`src/hdl/swdr_pkg.sv`:
```
// Shared types and constants for the stack with duplicate removal.
`timescale 1ns / 1ps

package swdr_pkg;

    localparam int STACK_DEPTH_DEF = 16;
    localparam int DATA_WIDTH_DEF  = 32;

    typedef enum logic [1:0] {
        CMD_PUSH   = 2'd0,
        CMD_POP    = 2'd1,
        CMD_REMOVE = 2'd2,
        CMD_CLEAR  = 2'd3
    } t_cmd;

    typedef enum logic [1:0] {
        ST_OK    = 2'd0,
        ST_EMPTY = 2'd1,
        ST_FULL  = 2'd2
    } t_status;

    // Address source for read port A of the entry memory.
    typedef enum logic [1:0] {
        RSEL_SCAN  = 2'd0,
        RSEL_SHIFT = 2'd1,
        RSEL_TOP   = 2'd2
    } t_rsel;

    typedef struct packed {
        logic  accept;
        logic  scan_next;
        logic  found;
        logic  shift_wr;
        logic  shift_end;
        logic  rd_en;
        t_rsel rsel;
        logic  out_load;
    } t_ctl;

    typedef struct packed {
        logic cnt_ge2;
        logic match;
        logic j_last;
        logic i_zero;
        logic shift_more;
        logic out_free;
    } t_sts;

endpackage

```
`src/hdl/swdr_if.sv`:
```
// Handshake interfaces for the command channel and the result channel.
`timescale 1ns / 1ps

interface swdr_in_if #(
    parameter int DATA_WIDTH = 32
);
    logic                  valid;
    logic                  ready;
    logic [1:0]            command;
    logic [DATA_WIDTH-1:0] data_value;

    modport source (output valid, output command, output data_value, input ready);
    modport sink   (input valid, input command, input data_value, output ready);
endinterface

interface swdr_out_if #(
    parameter int DATA_WIDTH  = 32,
    parameter int COUNT_WIDTH = 5
);
    logic                   valid;
    logic                   ready;
    logic [DATA_WIDTH-1:0]  top_value;
    logic                   is_empty;
    logic [COUNT_WIDTH-1:0] fill_level;
    logic [1:0]             status;
    logic                   removed;
    logic [DATA_WIDTH-1:0]  removed_value;

    modport source (output valid, output top_value, output is_empty, output fill_level,
                    output status, output removed, output removed_value, input ready);
    modport sink   (input valid, input top_value, input is_empty, input fill_level,
                    input status, input removed, input removed_value, output ready);
endinterface

```
`src/hdl/swdr_ctrl.sv`:
```
// Sequencing state machine for commands, duplicate scan, gap closing and result.
`timescale 1ns / 1ps

module swdr_ctrl
    import swdr_pkg::*;
(
    input  logic       i_clk,
    input  logic       i_rst_n,
    input  logic       i_in_valid,
    input  logic [1:0] i_command,
    input  t_sts       i_sts,
    output logic       o_in_ready,
    output t_ctl       o_ctl
);

    typedef enum logic [6:0] {
        S_IDLE     = 7'b0000001,
        S_SCAN_RD  = 7'b0000010,
        S_SCAN_CMP = 7'b0000100,
        S_SHIFT_RD = 7'b0001000,
        S_SHIFT_WR = 7'b0010000,
        S_TOP_RD   = 7'b0100000,
        S_DONE     = 7'b1000000
    } t_state;

    t_state r_state, n_state;
    logic   w_accept;

    assign o_in_ready = (r_state == S_IDLE);
    assign w_accept   = i_in_valid && o_in_ready;

    always_comb begin
        n_state = r_state;
        o_ctl   = '{accept: 1'b0, scan_next: 1'b0, found: 1'b0, shift_wr: 1'b0,
                    shift_end: 1'b0, rd_en: 1'b0, rsel: RSEL_TOP, out_load: 1'b0};
        unique case (r_state)
            S_IDLE: begin
                if (w_accept) begin
                    o_ctl.accept = 1'b1;
                    if (t_cmd'(i_command) == CMD_REMOVE && i_sts.cnt_ge2) begin
                        n_state = S_SCAN_RD;
                    end else begin
                        n_state = S_TOP_RD;
                    end
                end
            end
            S_SCAN_RD: begin
                o_ctl.rd_en = 1'b1;
                o_ctl.rsel  = RSEL_SCAN;
                n_state     = S_SCAN_CMP;
            end
            S_SCAN_CMP: begin
                if (i_sts.match) begin
                    o_ctl.found = 1'b1;
                    n_state     = S_SHIFT_RD;
                end else if (i_sts.j_last && i_sts.i_zero) begin
                    n_state = S_TOP_RD;
                end else begin
                    o_ctl.scan_next = 1'b1;
                    n_state         = S_SCAN_RD;
                end
            end
            S_SHIFT_RD: begin
                if (i_sts.shift_more) begin
                    o_ctl.rd_en = 1'b1;
                    o_ctl.rsel  = RSEL_SHIFT;
                    n_state     = S_SHIFT_WR;
                end else begin
                    o_ctl.shift_end = 1'b1;
                    n_state         = S_TOP_RD;
                end
            end
            S_SHIFT_WR: begin
                o_ctl.shift_wr = 1'b1;
                n_state        = S_SHIFT_RD;
            end
            S_TOP_RD: begin
                o_ctl.rd_en = 1'b1;
                o_ctl.rsel  = RSEL_TOP;
                n_state     = S_DONE;
            end
            S_DONE: begin
                if (i_sts.out_free) begin
                    o_ctl.out_load = 1'b1;
                    n_state        = S_IDLE;
                end
            end
            default: begin
                n_state = S_IDLE;
            end
        endcase
    end

    always_ff @(posedge i_clk) begin
        if (!i_rst_n) begin
            r_state <= S_IDLE;
        end else begin
            r_state <= n_state;
        end
    end

endmodule

```
`src/hdl/swdr_dpath.sv`:
```
// Entry memory, fill count, scan and shift indexes, and the result register.
`timescale 1ns / 1ps

module swdr_dpath
    import swdr_pkg::*;
#(
    parameter int STACK_DEPTH = STACK_DEPTH_DEF,
    parameter int DATA_WIDTH  = DATA_WIDTH_DEF,
    localparam int AW = (STACK_DEPTH > 1) ? $clog2(STACK_DEPTH) : 1,
    localparam int CW = $clog2(STACK_DEPTH + 1)
) (
    input  logic                  i_clk,
    input  logic                  i_rst_n,
    input  logic [1:0]            i_command,
    input  logic [DATA_WIDTH-1:0] i_data_value,
    input  t_ctl                  i_ctl,
    input  logic                  i_out_ready,
    output t_sts                  o_sts,
    output logic                  o_out_valid,
    output logic [DATA_WIDTH-1:0] o_top_value,
    output logic                  o_is_empty,
    output logic [CW-1:0]         o_fill_level,
    output logic [1:0]            o_status,
    output logic                  o_removed,
    output logic [DATA_WIDTH-1:0] o_removed_value
);

    localparam logic [CW-1:0] DEPTH_C = CW'(STACK_DEPTH);

    logic [DATA_WIDTH-1:0] r_mem [STACK_DEPTH];
    logic [DATA_WIDTH-1:0] r_rd_a, r_rd_b;

    logic [CW-1:0]         r_count;
    logic [AW-1:0]         r_i, r_j, r_k;
    t_status               r_status;
    logic                  r_removed;
    logic [DATA_WIDTH-1:0] r_removed_value;

    logic                  r_out_valid;
    logic [DATA_WIDTH-1:0] r_out_top;
    logic                  r_out_empty;
    logic [CW-1:0]         r_out_fill;
    t_status               r_out_status;
    logic                  r_out_removed;
    logic [DATA_WIDTH-1:0] r_out_removed_value;

    logic [CW-1:0]         w_count_m1, w_count_m2, w_k_inc, w_j_inc;
    logic [AW-1:0]         w_addr_a, w_addr_b, w_wr_addr;
    logic [DATA_WIDTH-1:0] w_wr_data;
    logic                  w_wr_en;
    logic                  w_cnt_zero, w_full;
    t_cmd                  w_cmd;

    assign w_cmd      = t_cmd'(i_command);
    assign w_count_m1 = r_count - CW'(1);
    assign w_count_m2 = r_count - CW'(2);
    assign w_k_inc    = CW'(r_k) + CW'(1);
    assign w_j_inc    = CW'(r_j) + CW'(1);
    assign w_cnt_zero = (r_count == '0);
    assign w_full     = (r_count == DEPTH_C);

    // Read address select for the two memory read ports.
    always_comb begin
        w_addr_b = r_j;
        unique case (i_ctl.rsel)
            RSEL_SCAN:  w_addr_a = r_i;
            RSEL_SHIFT: w_addr_a = w_k_inc[AW-1:0];
            RSEL_TOP:   w_addr_a = w_count_m1[AW-1:0];
            default:    w_addr_a = r_i;
        endcase
    end

    // A push writes on top; closing the gap writes one entry down each step.
    always_comb begin
        w_wr_en   = 1'b0;
        w_wr_addr = r_k;
        w_wr_data = r_rd_a;
        if (i_ctl.accept && w_cmd == CMD_PUSH && !w_full) begin
            w_wr_en   = 1'b1;
            w_wr_addr = r_count[AW-1:0];
            w_wr_data = i_data_value;
        end else if (i_ctl.shift_wr) begin
            w_wr_en = 1'b1;
        end
    end

    always_ff @(posedge i_clk) begin
        if (w_wr_en) begin
            r_mem[w_wr_addr] <= w_wr_data;
        end
        if (i_ctl.rd_en) begin
            r_rd_a <= r_mem[w_addr_a];
            r_rd_b <= r_mem[w_addr_b];
        end
    end

    always_ff @(posedge i_clk) begin
        if (!i_rst_n) begin
            r_count <= '0;
        end else if (i_ctl.accept) begin
            unique case (w_cmd)
                CMD_PUSH:   if (!w_full) r_count <= r_count + CW'(1);
                CMD_POP:    if (!w_cnt_zero) r_count <= w_count_m1;
                CMD_REMOVE: r_count <= r_count;
                CMD_CLEAR:  r_count <= '0;
                default:    r_count <= r_count;
            endcase
        end else if (i_ctl.shift_end) begin
            r_count <= w_count_m1;
        end
    end

    always_ff @(posedge i_clk) begin
        if (i_ctl.accept) begin
            r_i             <= w_count_m2[AW-1:0];
            r_j             <= w_count_m1[AW-1:0];
            r_removed       <= 1'b0;
            r_removed_value <= '0;
            r_status        <= ST_OK;
            if (w_cmd == CMD_PUSH && w_full) begin
                r_status <= ST_FULL;
            end else if ((w_cmd == CMD_POP || w_cmd == CMD_REMOVE) && w_cnt_zero) begin
                r_status <= ST_EMPTY;
            end
        end else if (i_ctl.scan_next) begin
            // Once the upper index has reached the top, step the lower one down.
            if (o_sts.j_last) begin
                r_i <= r_i - AW'(1);
                r_j <= r_i;
            end else begin
                r_j <= w_j_inc[AW-1:0];
            end
        end else if (i_ctl.found) begin
            r_k             <= r_i;
            r_removed       <= 1'b1;
            r_removed_value <= r_rd_a;
        end else if (i_ctl.shift_wr) begin
            r_k <= w_k_inc[AW-1:0];
        end
    end

    // Result register: a finished result can wait here while the next command runs.
    always_ff @(posedge i_clk) begin
        if (!i_rst_n) begin
            r_out_valid <= 1'b0;
        end else if (i_ctl.out_load) begin
            r_out_valid <= 1'b1;
        end else if (i_out_ready) begin
            r_out_valid <= 1'b0;
        end
    end

    always_ff @(posedge i_clk) begin
        if (i_ctl.out_load) begin
            r_out_top           <= w_cnt_zero ? '0 : r_rd_a;
            r_out_empty         <= w_cnt_zero;
            r_out_fill          <= r_count;
            r_out_status        <= r_status;
            r_out_removed       <= r_removed;
            r_out_removed_value <= r_removed_value;
        end
    end

    assign o_sts.cnt_ge2    = (r_count >= CW'(2));
    assign o_sts.match      = (r_rd_a == r_rd_b);
    assign o_sts.j_last     = (w_j_inc == r_count);
    assign o_sts.i_zero     = (r_i == '0);
    assign o_sts.shift_more = (w_k_inc < r_count);
    assign o_sts.out_free   = !r_out_valid || i_out_ready;

    assign o_out_valid     = r_out_valid;
    assign o_top_value     = r_out_top;
    assign o_is_empty      = r_out_empty;
    assign o_fill_level    = r_out_fill;
    assign o_status        = r_out_status;
    assign o_removed       = r_out_removed;
    assign o_removed_value = r_out_removed_value;

endmodule

```
`src/hdl/stack_with_duplicate_removal_unit.sv`:
```
// Top level of the LIFO stack with first-duplicate removal.
//
//  channel | direction | payload                                              | transfer
//  i_in    | in        | command, data_value                                  | valid & ready
//  o_out   | out       | top_value, is_empty, fill_level, status,             | valid & ready
//          |           | removed, removed_value                               |
//
// Push, pop and clear go through accept, top-of-stack memory read and result load.
// Remove adds a memory read and a compare per pair of entries, done by the single shared
// compare on the two memory read ports; a found duplicate then adds a read and a write
// for each entry moved down, and a final step that lowers the fill count.
// Reset is synchronous and active low; it empties the stack, the memory needs no pass.
// A new command is taken while an earlier result waits; a stalled output holds the
// block only when the next result is ready to load.
`timescale 1ns / 1ps

module stack_with_duplicate_removal_unit
    import swdr_pkg::*;
#(
    parameter int STACK_DEPTH = STACK_DEPTH_DEF,
    parameter int DATA_WIDTH  = DATA_WIDTH_DEF
) (
    input  logic      i_clk,
    input  logic      i_rst_n,
    swdr_in_if.sink   i_in,
    swdr_out_if.source o_out
);

    localparam int CW = $clog2(STACK_DEPTH + 1);

    t_ctl w_ctl;
    t_sts w_sts;
    logic w_in_ready;

    assign i_in.ready = w_in_ready;

    swdr_ctrl u_ctrl (
        .i_clk      (i_clk),
        .i_rst_n    (i_rst_n),
        .i_in_valid (i_in.valid),
        .i_command  (i_in.command),
        .i_sts      (w_sts),
        .o_in_ready (w_in_ready),
        .o_ctl      (w_ctl)
    );

    swdr_dpath #(
        .STACK_DEPTH (STACK_DEPTH),
        .DATA_WIDTH  (DATA_WIDTH)
    ) u_dpath (
        .i_clk           (i_clk),
        .i_rst_n         (i_rst_n),
        .i_command       (i_in.command),
        .i_data_value    (i_in.data_value),
        .i_ctl           (w_ctl),
        .i_out_ready     (o_out.ready),
        .o_sts           (w_sts),
        .o_out_valid     (o_out.valid),
        .o_top_value     (o_out.top_value),
        .o_is_empty      (o_out.is_empty),
        .o_fill_level    (o_out.fill_level[CW-1:0]),
        .o_status        (o_out.status),
        .o_removed       (o_out.removed),
        .o_removed_value (o_out.removed_value)
    );

endmodule

```
`src/flat_wrapper.sv`:
```
// flat-port wrapper written by rule: the top's interface ports become plain ports
module stack_with_duplicate_removal_unit_flat import swdr_pkg::*;
#(
    parameter int STACK_DEPTH = STACK_DEPTH_DEF,
    parameter int DATA_WIDTH  = DATA_WIDTH_DEF
)
  (i_clk, i_rst_n, i_in_valid, i_in_command, i_in_data_value, i_in_ready, o_out_valid, o_out_top_value, o_out_is_empty, o_out_fill_level, o_out_status, o_out_removed, o_out_removed_value, o_out_ready);
  swdr_in_if #(.DATA_WIDTH(DATA_WIDTH)) i_in_i ();
  swdr_out_if #(.DATA_WIDTH(DATA_WIDTH), .COUNT_WIDTH(($clog2(STACK_DEPTH_DEF + 1)))) o_out_i ();
  input  logic i_clk;
  input  logic i_rst_n;
  input wire logic [$bits(i_in_i.valid)-1:0] i_in_valid;
  input wire logic [$bits(i_in_i.command)-1:0] i_in_command;
  input wire logic [$bits(i_in_i.data_value)-1:0] i_in_data_value;
  output wire logic [$bits(i_in_i.ready)-1:0] i_in_ready;
  output wire logic [$bits(o_out_i.valid)-1:0] o_out_valid;
  output wire logic [$bits(o_out_i.top_value)-1:0] o_out_top_value;
  output wire logic [$bits(o_out_i.is_empty)-1:0] o_out_is_empty;
  output wire logic [$bits(o_out_i.fill_level)-1:0] o_out_fill_level;
  output wire logic [$bits(o_out_i.status)-1:0] o_out_status;
  output wire logic [$bits(o_out_i.removed)-1:0] o_out_removed;
  output wire logic [$bits(o_out_i.removed_value)-1:0] o_out_removed_value;
  input wire logic [$bits(o_out_i.ready)-1:0] o_out_ready;
  assign i_in_i.valid = i_in_valid;
  assign i_in_i.command = i_in_command;
  assign i_in_i.data_value = i_in_data_value;
  assign i_in_ready = i_in_i.ready;
  assign o_out_valid = o_out_i.valid;
  assign o_out_top_value = o_out_i.top_value;
  assign o_out_is_empty = o_out_i.is_empty;
  assign o_out_fill_level = o_out_i.fill_level;
  assign o_out_status = o_out_i.status;
  assign o_out_removed = o_out_i.removed;
  assign o_out_removed_value = o_out_i.removed_value;
  assign o_out_i.ready = o_out_ready;
  stack_with_duplicate_removal_unit #(.STACK_DEPTH(STACK_DEPTH), .DATA_WIDTH(DATA_WIDTH)) u_core (.i_clk(i_clk), .i_rst_n(i_rst_n), .i_in(i_in_i), .o_out(o_out_i));
endmodule
```
`config.mk`:
```
export PLATFORM = sky130hd
export DESIGN_NAME = stack_with_duplicate_removal_unit_flat
export DESIGN_NICKNAME = d
export VERILOG_FILES = /design/src/hdl/swdr_pkg.sv /design/src/hdl/swdr_if.sv /design/src/hdl/swdr_ctrl.sv /design/src/hdl/swdr_dpath.sv /design/src/hdl/stack_with_duplicate_removal_unit.sv /design/src/flat_wrapper.sv
export SDC_FILE = /design/constraint.sdc
export NUM_CORES = 1
export LEC_CHECK = 0
export ABC_AREA = 0
export BUFFER_PORTS_ARGS = -buffer_cell sky130_fd_sc_hd__buf_2
export CORE_MARGIN = 2
export CORE_UTILIZATION = 46
export CTS_BUF_LIST = sky130_fd_sc_hd__clkbuf_4
export DETAILED_ROUTE_END_ITERATION = 7
export GPL_TIMING_DRIVEN = 0
export PLACE_DENSITY = 0.61
export SLEW_MARGIN = 20
export SYNTH_ARGS = -nofsm -noshare
export SYNTH_HDL_FRONTEND = slang
export SYNTH_SLANG_ARGS = --single-unit
```
`constraint.sdc`:
```
create_clock -name i_clk -period 5.75 [get_ports i_clk]
set_input_delay 1.4375 -clock i_clk [delete_from_list [all_inputs] [get_ports i_clk]]
set_output_delay 1.4375 -clock i_clk [all_outputs]
set_load 0.1 [all_outputs]
```
After elaboration in Yosys (flattened, before gate mapping)
Memory sizes are Yosys's and may differ from the RTL's. A register that Yosys moved wholly into a read port is not among the register bits.
Cells that the tools add are included.
{"block": "word_totals", "ram_bits": 512, "memories": 1, "elab_cells": 113, "in_bits": 38, "out_inout_bits": 75, "regBits": 133}
{"name": "u_core.u_dpath.r_mem", "depth": 16, "word_bits": 32, "rd": 2, "rd_ports_with_merged_regs": 2, "write_ports": 1, "line": "swdr_dpath.sv:30", "text": "logic [DATA_WIDTH-1:0] r_mem [STACK_DEPTH];"}
{"block": "op_classes", "n_eq_ne": 20, "magnitude_cmp": 2, "n_reduce_logical": 24, "bitwise_logic": 2, "n_addsub": 6, "muxes": 43}
{"op": "$pmux 7 s7", "n": 1}
{"op": "$mux 4", "n": 9}
{"op": "$eq 32x32->1", "n": 1}
{"op": "$mux 32", "n": 1}
{"op": "$mux 7", "n": 3}
{"op": "$mux 5", "n": 4}
{"op": "$mux 6", "n": 3}
{"op": "$mux 1", "n": 17}
{"op": "$pmux 5 s3", "n": 1}
{"op": "$add 4x1->5 const B", "n": 2}
{"op": "$reduce_bool 2->1", "n": 5}
{"op": "$pmux 3 s3", "n": 1}
{"op": "$pmux 4 s2", "n": 1}
{"op": "$eq 7x1->1 const B", "n": 1}
{"op": "$eq 7x2->1 const B", "n": 1}
{"op": "$eq 7x3->1 const B", "n": 1}
{"op": "$eq 7x4->1 const B", "n": 1}
{"op": "$eq 7x5->1 const B", "n": 1}
{"op": "$eq 7x6->1 const B", "n": 1}
{"op": "$eq 7x7->1 const B", "n": 1}
{"op": "$logic_and 1x1->1", "n": 7}
{"op": "$eq 2x2->1 const B", "n": 3}
{"op": "$ne 3x3->1 const B", "n": 2}
{"op": "$reduce_and 2->1", "n": 3}
{"op": "other kinds (21)", "n": 26}

Depth between registers and ports, before layout
{"block": "logic_depth", "word_depth": 9, "depth_mapped": 17}

Cells and area by module
Synthesis repeated with hierarchy kept, for this count alone.
{"block": "hier_totals", "cells_unflattened": 2337, "area_unflattened_um2": 33424.6}
{"mod": "swdr_dpath", "instances": 1, "cells_each": 2274, "area_each_um2": 32895.3}
{"mod": "swdr_ctrl", "instances": 1, "cells_each": 63, "area_each_um2": 529.3}

Worst setup path before layout
Ideal clock, no wire load.
{"block": "synth_timing", "kind": "input to register", "startpoint": "input o_out_ready", "endpoint": "register u_core.u_dpath.r_out_fill[0] (netlist: u_core.u_dpath.o_fill_level[0]) (enable)", "t_arrival_ns": 4.538, "setup_ns": 0.505, "path_stages": 2, "slack_ns": 0.707, "t_required_ns": 5.245, "path_buffers": 0, "path_cell_list": "nor2b_1 > nor2_1"}
{"element": "from (decl)", "line": "flat_wrapper.sv:23", "text": "input wire logic [$bits(o_out_i.ready)-1:0] o_out_ready;"}
{"element": "to (signal assigned)", "line": "swdr_dpath.sv:157", "text": "r_out_fill <= r_count;"}
{"element": "to (decl)", "line": "swdr_dpath.sv:42", "text": "logic [CW-1:0] r_out_fill;"}

Worst setup path after layout
{"block": "layout_timing", "startpoint": "register u_core.u_dpath.r_k[0]", "endpoint": "register u_core.u_dpath.r_rd_a[24] (read register of u_core.u_dpath.r_mem) (data pin)"}
{"block": "layout_via", "elab_chain_len": 6, "word_cells_on_any_way": 7, "classes_between": "add/sub: 1; order compare: 1; eq/ne: 2; mux: 3"}
{"element": "from (decl)", "line": "swdr_dpath.sv:34", "text": "logic [AW-1:0] r_i, r_j, r_k;"}
{"element": "from (signal assigned)", "line": "swdr_dpath.sv:134", "text": "r_k <= r_i;"}
{"element": "from (signal assigned)", "line": "swdr_dpath.sv:138", "text": "r_k <= w_k_inc[AW-1:0];"}
{"element": "$add 4x1->5 *", "line": "swdr_dpath.sv:57", "text": "assign w_k_inc = CW'(r_k) + CW'(1);"}
{"element": "$lt 5x5->1", "line": "swdr_dpath.sv:168", "text": "assign o_sts.shift_more = (w_k_inc < r_count);"}
{"element": "$mux 3", "line": "swdr_ctrl.sv:64", "text": "if (i_sts.shift_more) begin"}
{"element": "$pmux 3 s3", "line": "swdr_ctrl.sv:36", "text": "unique case (r_state)"}
{"element": "$eq 2x2->1 / $eq 2x1->1 (equally long branches)", "line": "swdr_dpath.sv:65", "text": "unique case (i_ctl.rsel)"}
{"element": "$pmux 4 s2", "line": "swdr_dpath.sv:65"}
{"element": "to (decl)", "line": "swdr_dpath.sv:31", "text": "logic [DATA_WIDTH-1:0] r_rd_a, r_rd_b;"}
Mark *: on every way between the ends. The rest lies on a longest branch, timed or not.
A chain may end at the register's enable or synchronous reset.

==> flow_summary_export.csv <==
group,metric,value,unit
status,status,"completed",
clocking,clock-sinks,709,
global_routing,overflow,0,
placement,dp_hpwl,68530,um
global_routing,first_global_vias,21040,
pwr,internal_power,11.17,mW
critical_path,critPathKind,"register to register",
worst_hold_path,hold_depth,0,
sta,min_period,5.498,ns
floorplan,pin_count,113,
logic_synthesis,synth_edf_count,663,
pwr,p_sw_share,37.99,%
pwr,power.share.combinational,40.0,%
clocking,clkSlewWorstSetupHoldPaths,0.07,ns
critical_path,cp_data_required_time,6.50,ns
sta,hold_violations,0,
pwr,p_switching,6.842,mW
logic_synthesis,syn_inst,2029,
pwr,peakVddDrop,314.8,uV
logic_synthesis,ys_seq_area_share,64.37,%
floorplan,core-area,69790,um2
logic_synthesis,synth_nets,2087,
logic_synthesis,synth_seq_cells,709,
clocking,cts_buffer_depth,3,
detailed_routing,routed_wl,98810,um
critical_path,worstPathCellList,"ha_1 > xor2_1 > ha_1 > a21oi_1 > o21ai_0 > a311oi_1 > nor2_1 > ha_1 > o31ai_4 > clkbuf_1 > clkdlybuf4s15_2 > mux2_2 > o211ai_1 > nand4_1",
placement,dp_cells,3117,
critical_path,cp.arrival,6.24,ns
pwr,p_per_area,479.8,nW/um2
floorplan,dieWidth,269.2,um
logic_synthesis,synthTopCellsByArea,"edfxtp_1 62%, mux4_2 11%, mux2i_1 5.0%",
logic_synthesis,synthTopCellsByCount,"663 x edfxtp_1, 242 x nand2_1, 162 x mux2i_1",
global_routing,antenna_found_initial,4,
logic_synthesis,synth.avg_cell_area,15.95,um2
logic_synthesis,synth_cell_type_count,64,
placement,io_buffers,112,
detailed_routing,wire_per_inst,28.75,um
layout,drive_above_1_share,33.13,%
sta,setup_viol_count_final,0,
critical_path,cpPeakStageDelay,0.64,ns
clocking,clk_latency,1.07,ns
critical_path,r2r_cells,14,
pwr,sequentialPowerShare,36.0,%
sta,finalCritPeriodShare,95.62,%
sta,rsz0062_at_grt,"false",
global_routing,grt_max_degree,43,
floorplan,dieArea,72480,um2
placement,postPlaceCellArea,35140,um2
logic_synthesis,async_flop_share,0,%
pwr,power.static_leakage,12.60,nW
floorplan,start_util,46.37,%
clocking,post_cts_buffers,0,
critical_path,r2r_start,"u_core.u_dpath.r_k[0]",
placement,gp_congestion,0.8635,
detailed_routing,drt-initial-drc-count,2351,
logic_synthesis,yosysMostFrequentCell,"edfxtp_1",
sta,tightest_slew,1.247,ns
critical_path,path_max_fanout,10,
layout,synthToLayoutAreaGrowth,16.00,%
run,maxCapViolations,0,
floorplan,die_h,269.2,um
critical_path,cp-end-kind,"register",
critical_path,regToRegEndpoint,"u_core.u_dpath.r_rd_a[24]",
sta,slew_violations,0,
logic_synthesis,yosys_warnings,0,
floorplan,num_rows,97,
clocking,cts_tree,"built",
detailed_routing,num_vias,20880,
logic_synthesis,yosysTopAreaCellShare,61.53,%
clocking,clockRootBuffer,"clkbuf_4",
worst_hold_path,worst_hold_startpoint,"u_core.u_dpath.r_status[1]",
sta,max_slew_margin,16.19,%
logic_synthesis,syn_area,32360,um2
critical_path,path_common_cell,"ha_1",
pwr,power_frac_clock,24.0,%
detailed_routing,dr.pass1.iters,6,
logic_synthesis,synth_area_leader_cell,"edfxtp_1",
global_routing,grt_pass1_wl,141800,um
worst_hold_path,hold_class,"register to register",
clocking,cts_hold_buf,0,
logic_synthesis,ys.flop_type,"edfxtp_1",
critical_path,worstPathBufferInverterCount,2,
layout,finalInstanceArea,37530,um2
detailed_routing,drcViolationCount,0,
critical_path,reg2reg_setup_slack,0.25,ns
sta,finClkSkew,0.06963,ns
layout,nNetsFinal,2418,
detailed_routing,vias_per_cell,6.074,
clocking,cts_buffers,181,
layout,finalNonFillerCells,3437,
clocking,cts_htree_levels,4,
critical_path,crit_cells,14,
critical_path,worst_path_max_delay_cell,"clkdlybuf4s15_2",
critical_path,path_delay_family,"compound AO/OA/AOI/OAI gates",
sta,max_freq,0.1819,GHz
detailed_routing,antenna_left,0,
worst_hold_path,min_to,"u_core.u_dpath.o_status[1]",
critical_path,critPathLaunchType,"register",
global_routing,gr-usage-all-layers,27.33,%
-- area by class of cell --
type,instances,area (um2)
tap,940,1176
clock inverter,54,336.6
clock buffer,262,1967
antenna,4,10.01
sequential,709,20830
timing repair buffer,148,1458
multi-input combinational,1168,11040
fill,5676,32250
buffer,132,645.6
inverter,20,76.32
-- cells in the final DEF (no fill, tap or decap), drive strengths merged, types with 3 or more instances in the layout --
cell / count
a21oi: 19
a31oi: 8
a32oi: 3
and2: 4
and3: 7
buf: 190
bufinv: 4
clkbuf: 350
clkinv: 46
dfxtp: 46
diode: 4
edfxtp: 663
ha: 20
inv: 22
mux2: 132
mux2i: 162
mux4: 160
nand2: 243
nand2b: 5
nand3: 12
nand3b: 3
nand4: 41
nor2: 76
nor2b: 35
nor3: 8
nor3b: 5
nor4: 5
o211ai: 130
o21ai: 10
o31ai: 4
or4: 3
xnor2: 39
xor2: 6
-- how the worst max path moves through the flow --
stage,startpoint,to,slack [ns]
after floorplan,o_out_ready,u_core.u_dpath.o_fill_level[0],0.71
after global placement,i_in_valid,u_core.u_dpath.r_mem[15][16],-1.59
after detailed placement,u_core.u_dpath.r_count[2],u_core.u_dpath.r_rd_a[13],-0.41
after CTS,u_core.u_dpath.r_count[2],u_core.u_dpath.r_rd_a[25],0.009
after global routing,u_core.u_dpath.r_k[0],u_core.u_dpath.r_rd_a[24],0.1
final,u_core.u_dpath.r_k[0],u_core.u_dpath.r_rd_a[24],0.25
-- per-stage QoR --
step / setup slack, ns / total power [mW] / TNS, ns / util (%) / hold slack [ns]
floorplan: 0.7071 / 11.01 / 0 / - / 0.4003
global placement: -1.590 / 13.50 / -539.96 / 48.86 / 0.4057
detailed placement: -0.4137 / 13.67 / -10.66 / 50.35 / 0.4075
CTS: 0.009202 / 17.98 / 0 / 53.71 / 0.4205
global route: 0.09730 / 18.70 / 0 / 53.78 / 0.4282
finish: 0.2521 / 18.01 / 0 / 53.79 / 0.4246
-- repair_timing --
item,in CTS,in global routing
gates resized for setup,18,52
hold endpoints to repair,0,0
setup endpoints to repair,32,32
-- power by group through the flow --
stage                     sequential [mW]  combinational, mW  clock (mW)
after CTS                            6.48               7.11        4.39
after floorplan                      6.54               4.47           0
final                                6.48               7.20        4.32
after global placement               6.59               6.90           0
after global routing                 6.50               7.55        4.65
after detailed placement             6.59               7.08           0
-- state kept, by name (all words and copies together), names as in the netlist --
name	flops
u_core.u_dpath.r_mem	512
u_core.u_dpath.o_removed_value	32
u_core.u_dpath.o_top_value	32
u_core.u_dpath.r_rd_a	32
u_core.u_dpath.r_rd_b	32
u_core.u_dpath.r_removed_value	32
u_core.u_ctrl.r_state	7
u_core.u_dpath.o_fill_level	5
u_core.u_dpath.r_count	5
u_core.u_dpath.r_i	4
u_core.u_dpath.r_j	4
u_core.u_dpath.r_k	4
u_core.u_dpath.o_status	2
u_core.u_dpath.r_status	2
u_core.u_dpath.o_is_empty	1
u_core.u_dpath.o_out_valid	1
u_core.u_dpath.o_removed	1
u_core.u_dpath.r_removed	1
-- kinds of logic after synthesis --
group                    count (synthesis)  share of synthesized area [%]
AO/OA/AOI/OAI                          194                          4.358
adder cells (fa/ha/maj)                 20                         0.7733
flip-flops                             709                          64.37
AND/OR/NAND/NOR                        454                          6.457
buffers and inverters                  152                          2.011
XOR/XNOR                                46                          1.288
multiplexers                           454                          20.74
-- routing by layer --
metal | global-route usage [%] | routed length (um) | share of wire (%)
met5 | 0 | 11 | 0.011
met4 | 12.23 | 3704 | 3.7
met3 | 6.599 | 9211 | 9.3
met2 | 44.04 | 47880 | 48
met1 | 35.28 | 38000 | 38
Power figures use the tool's default switching activity.
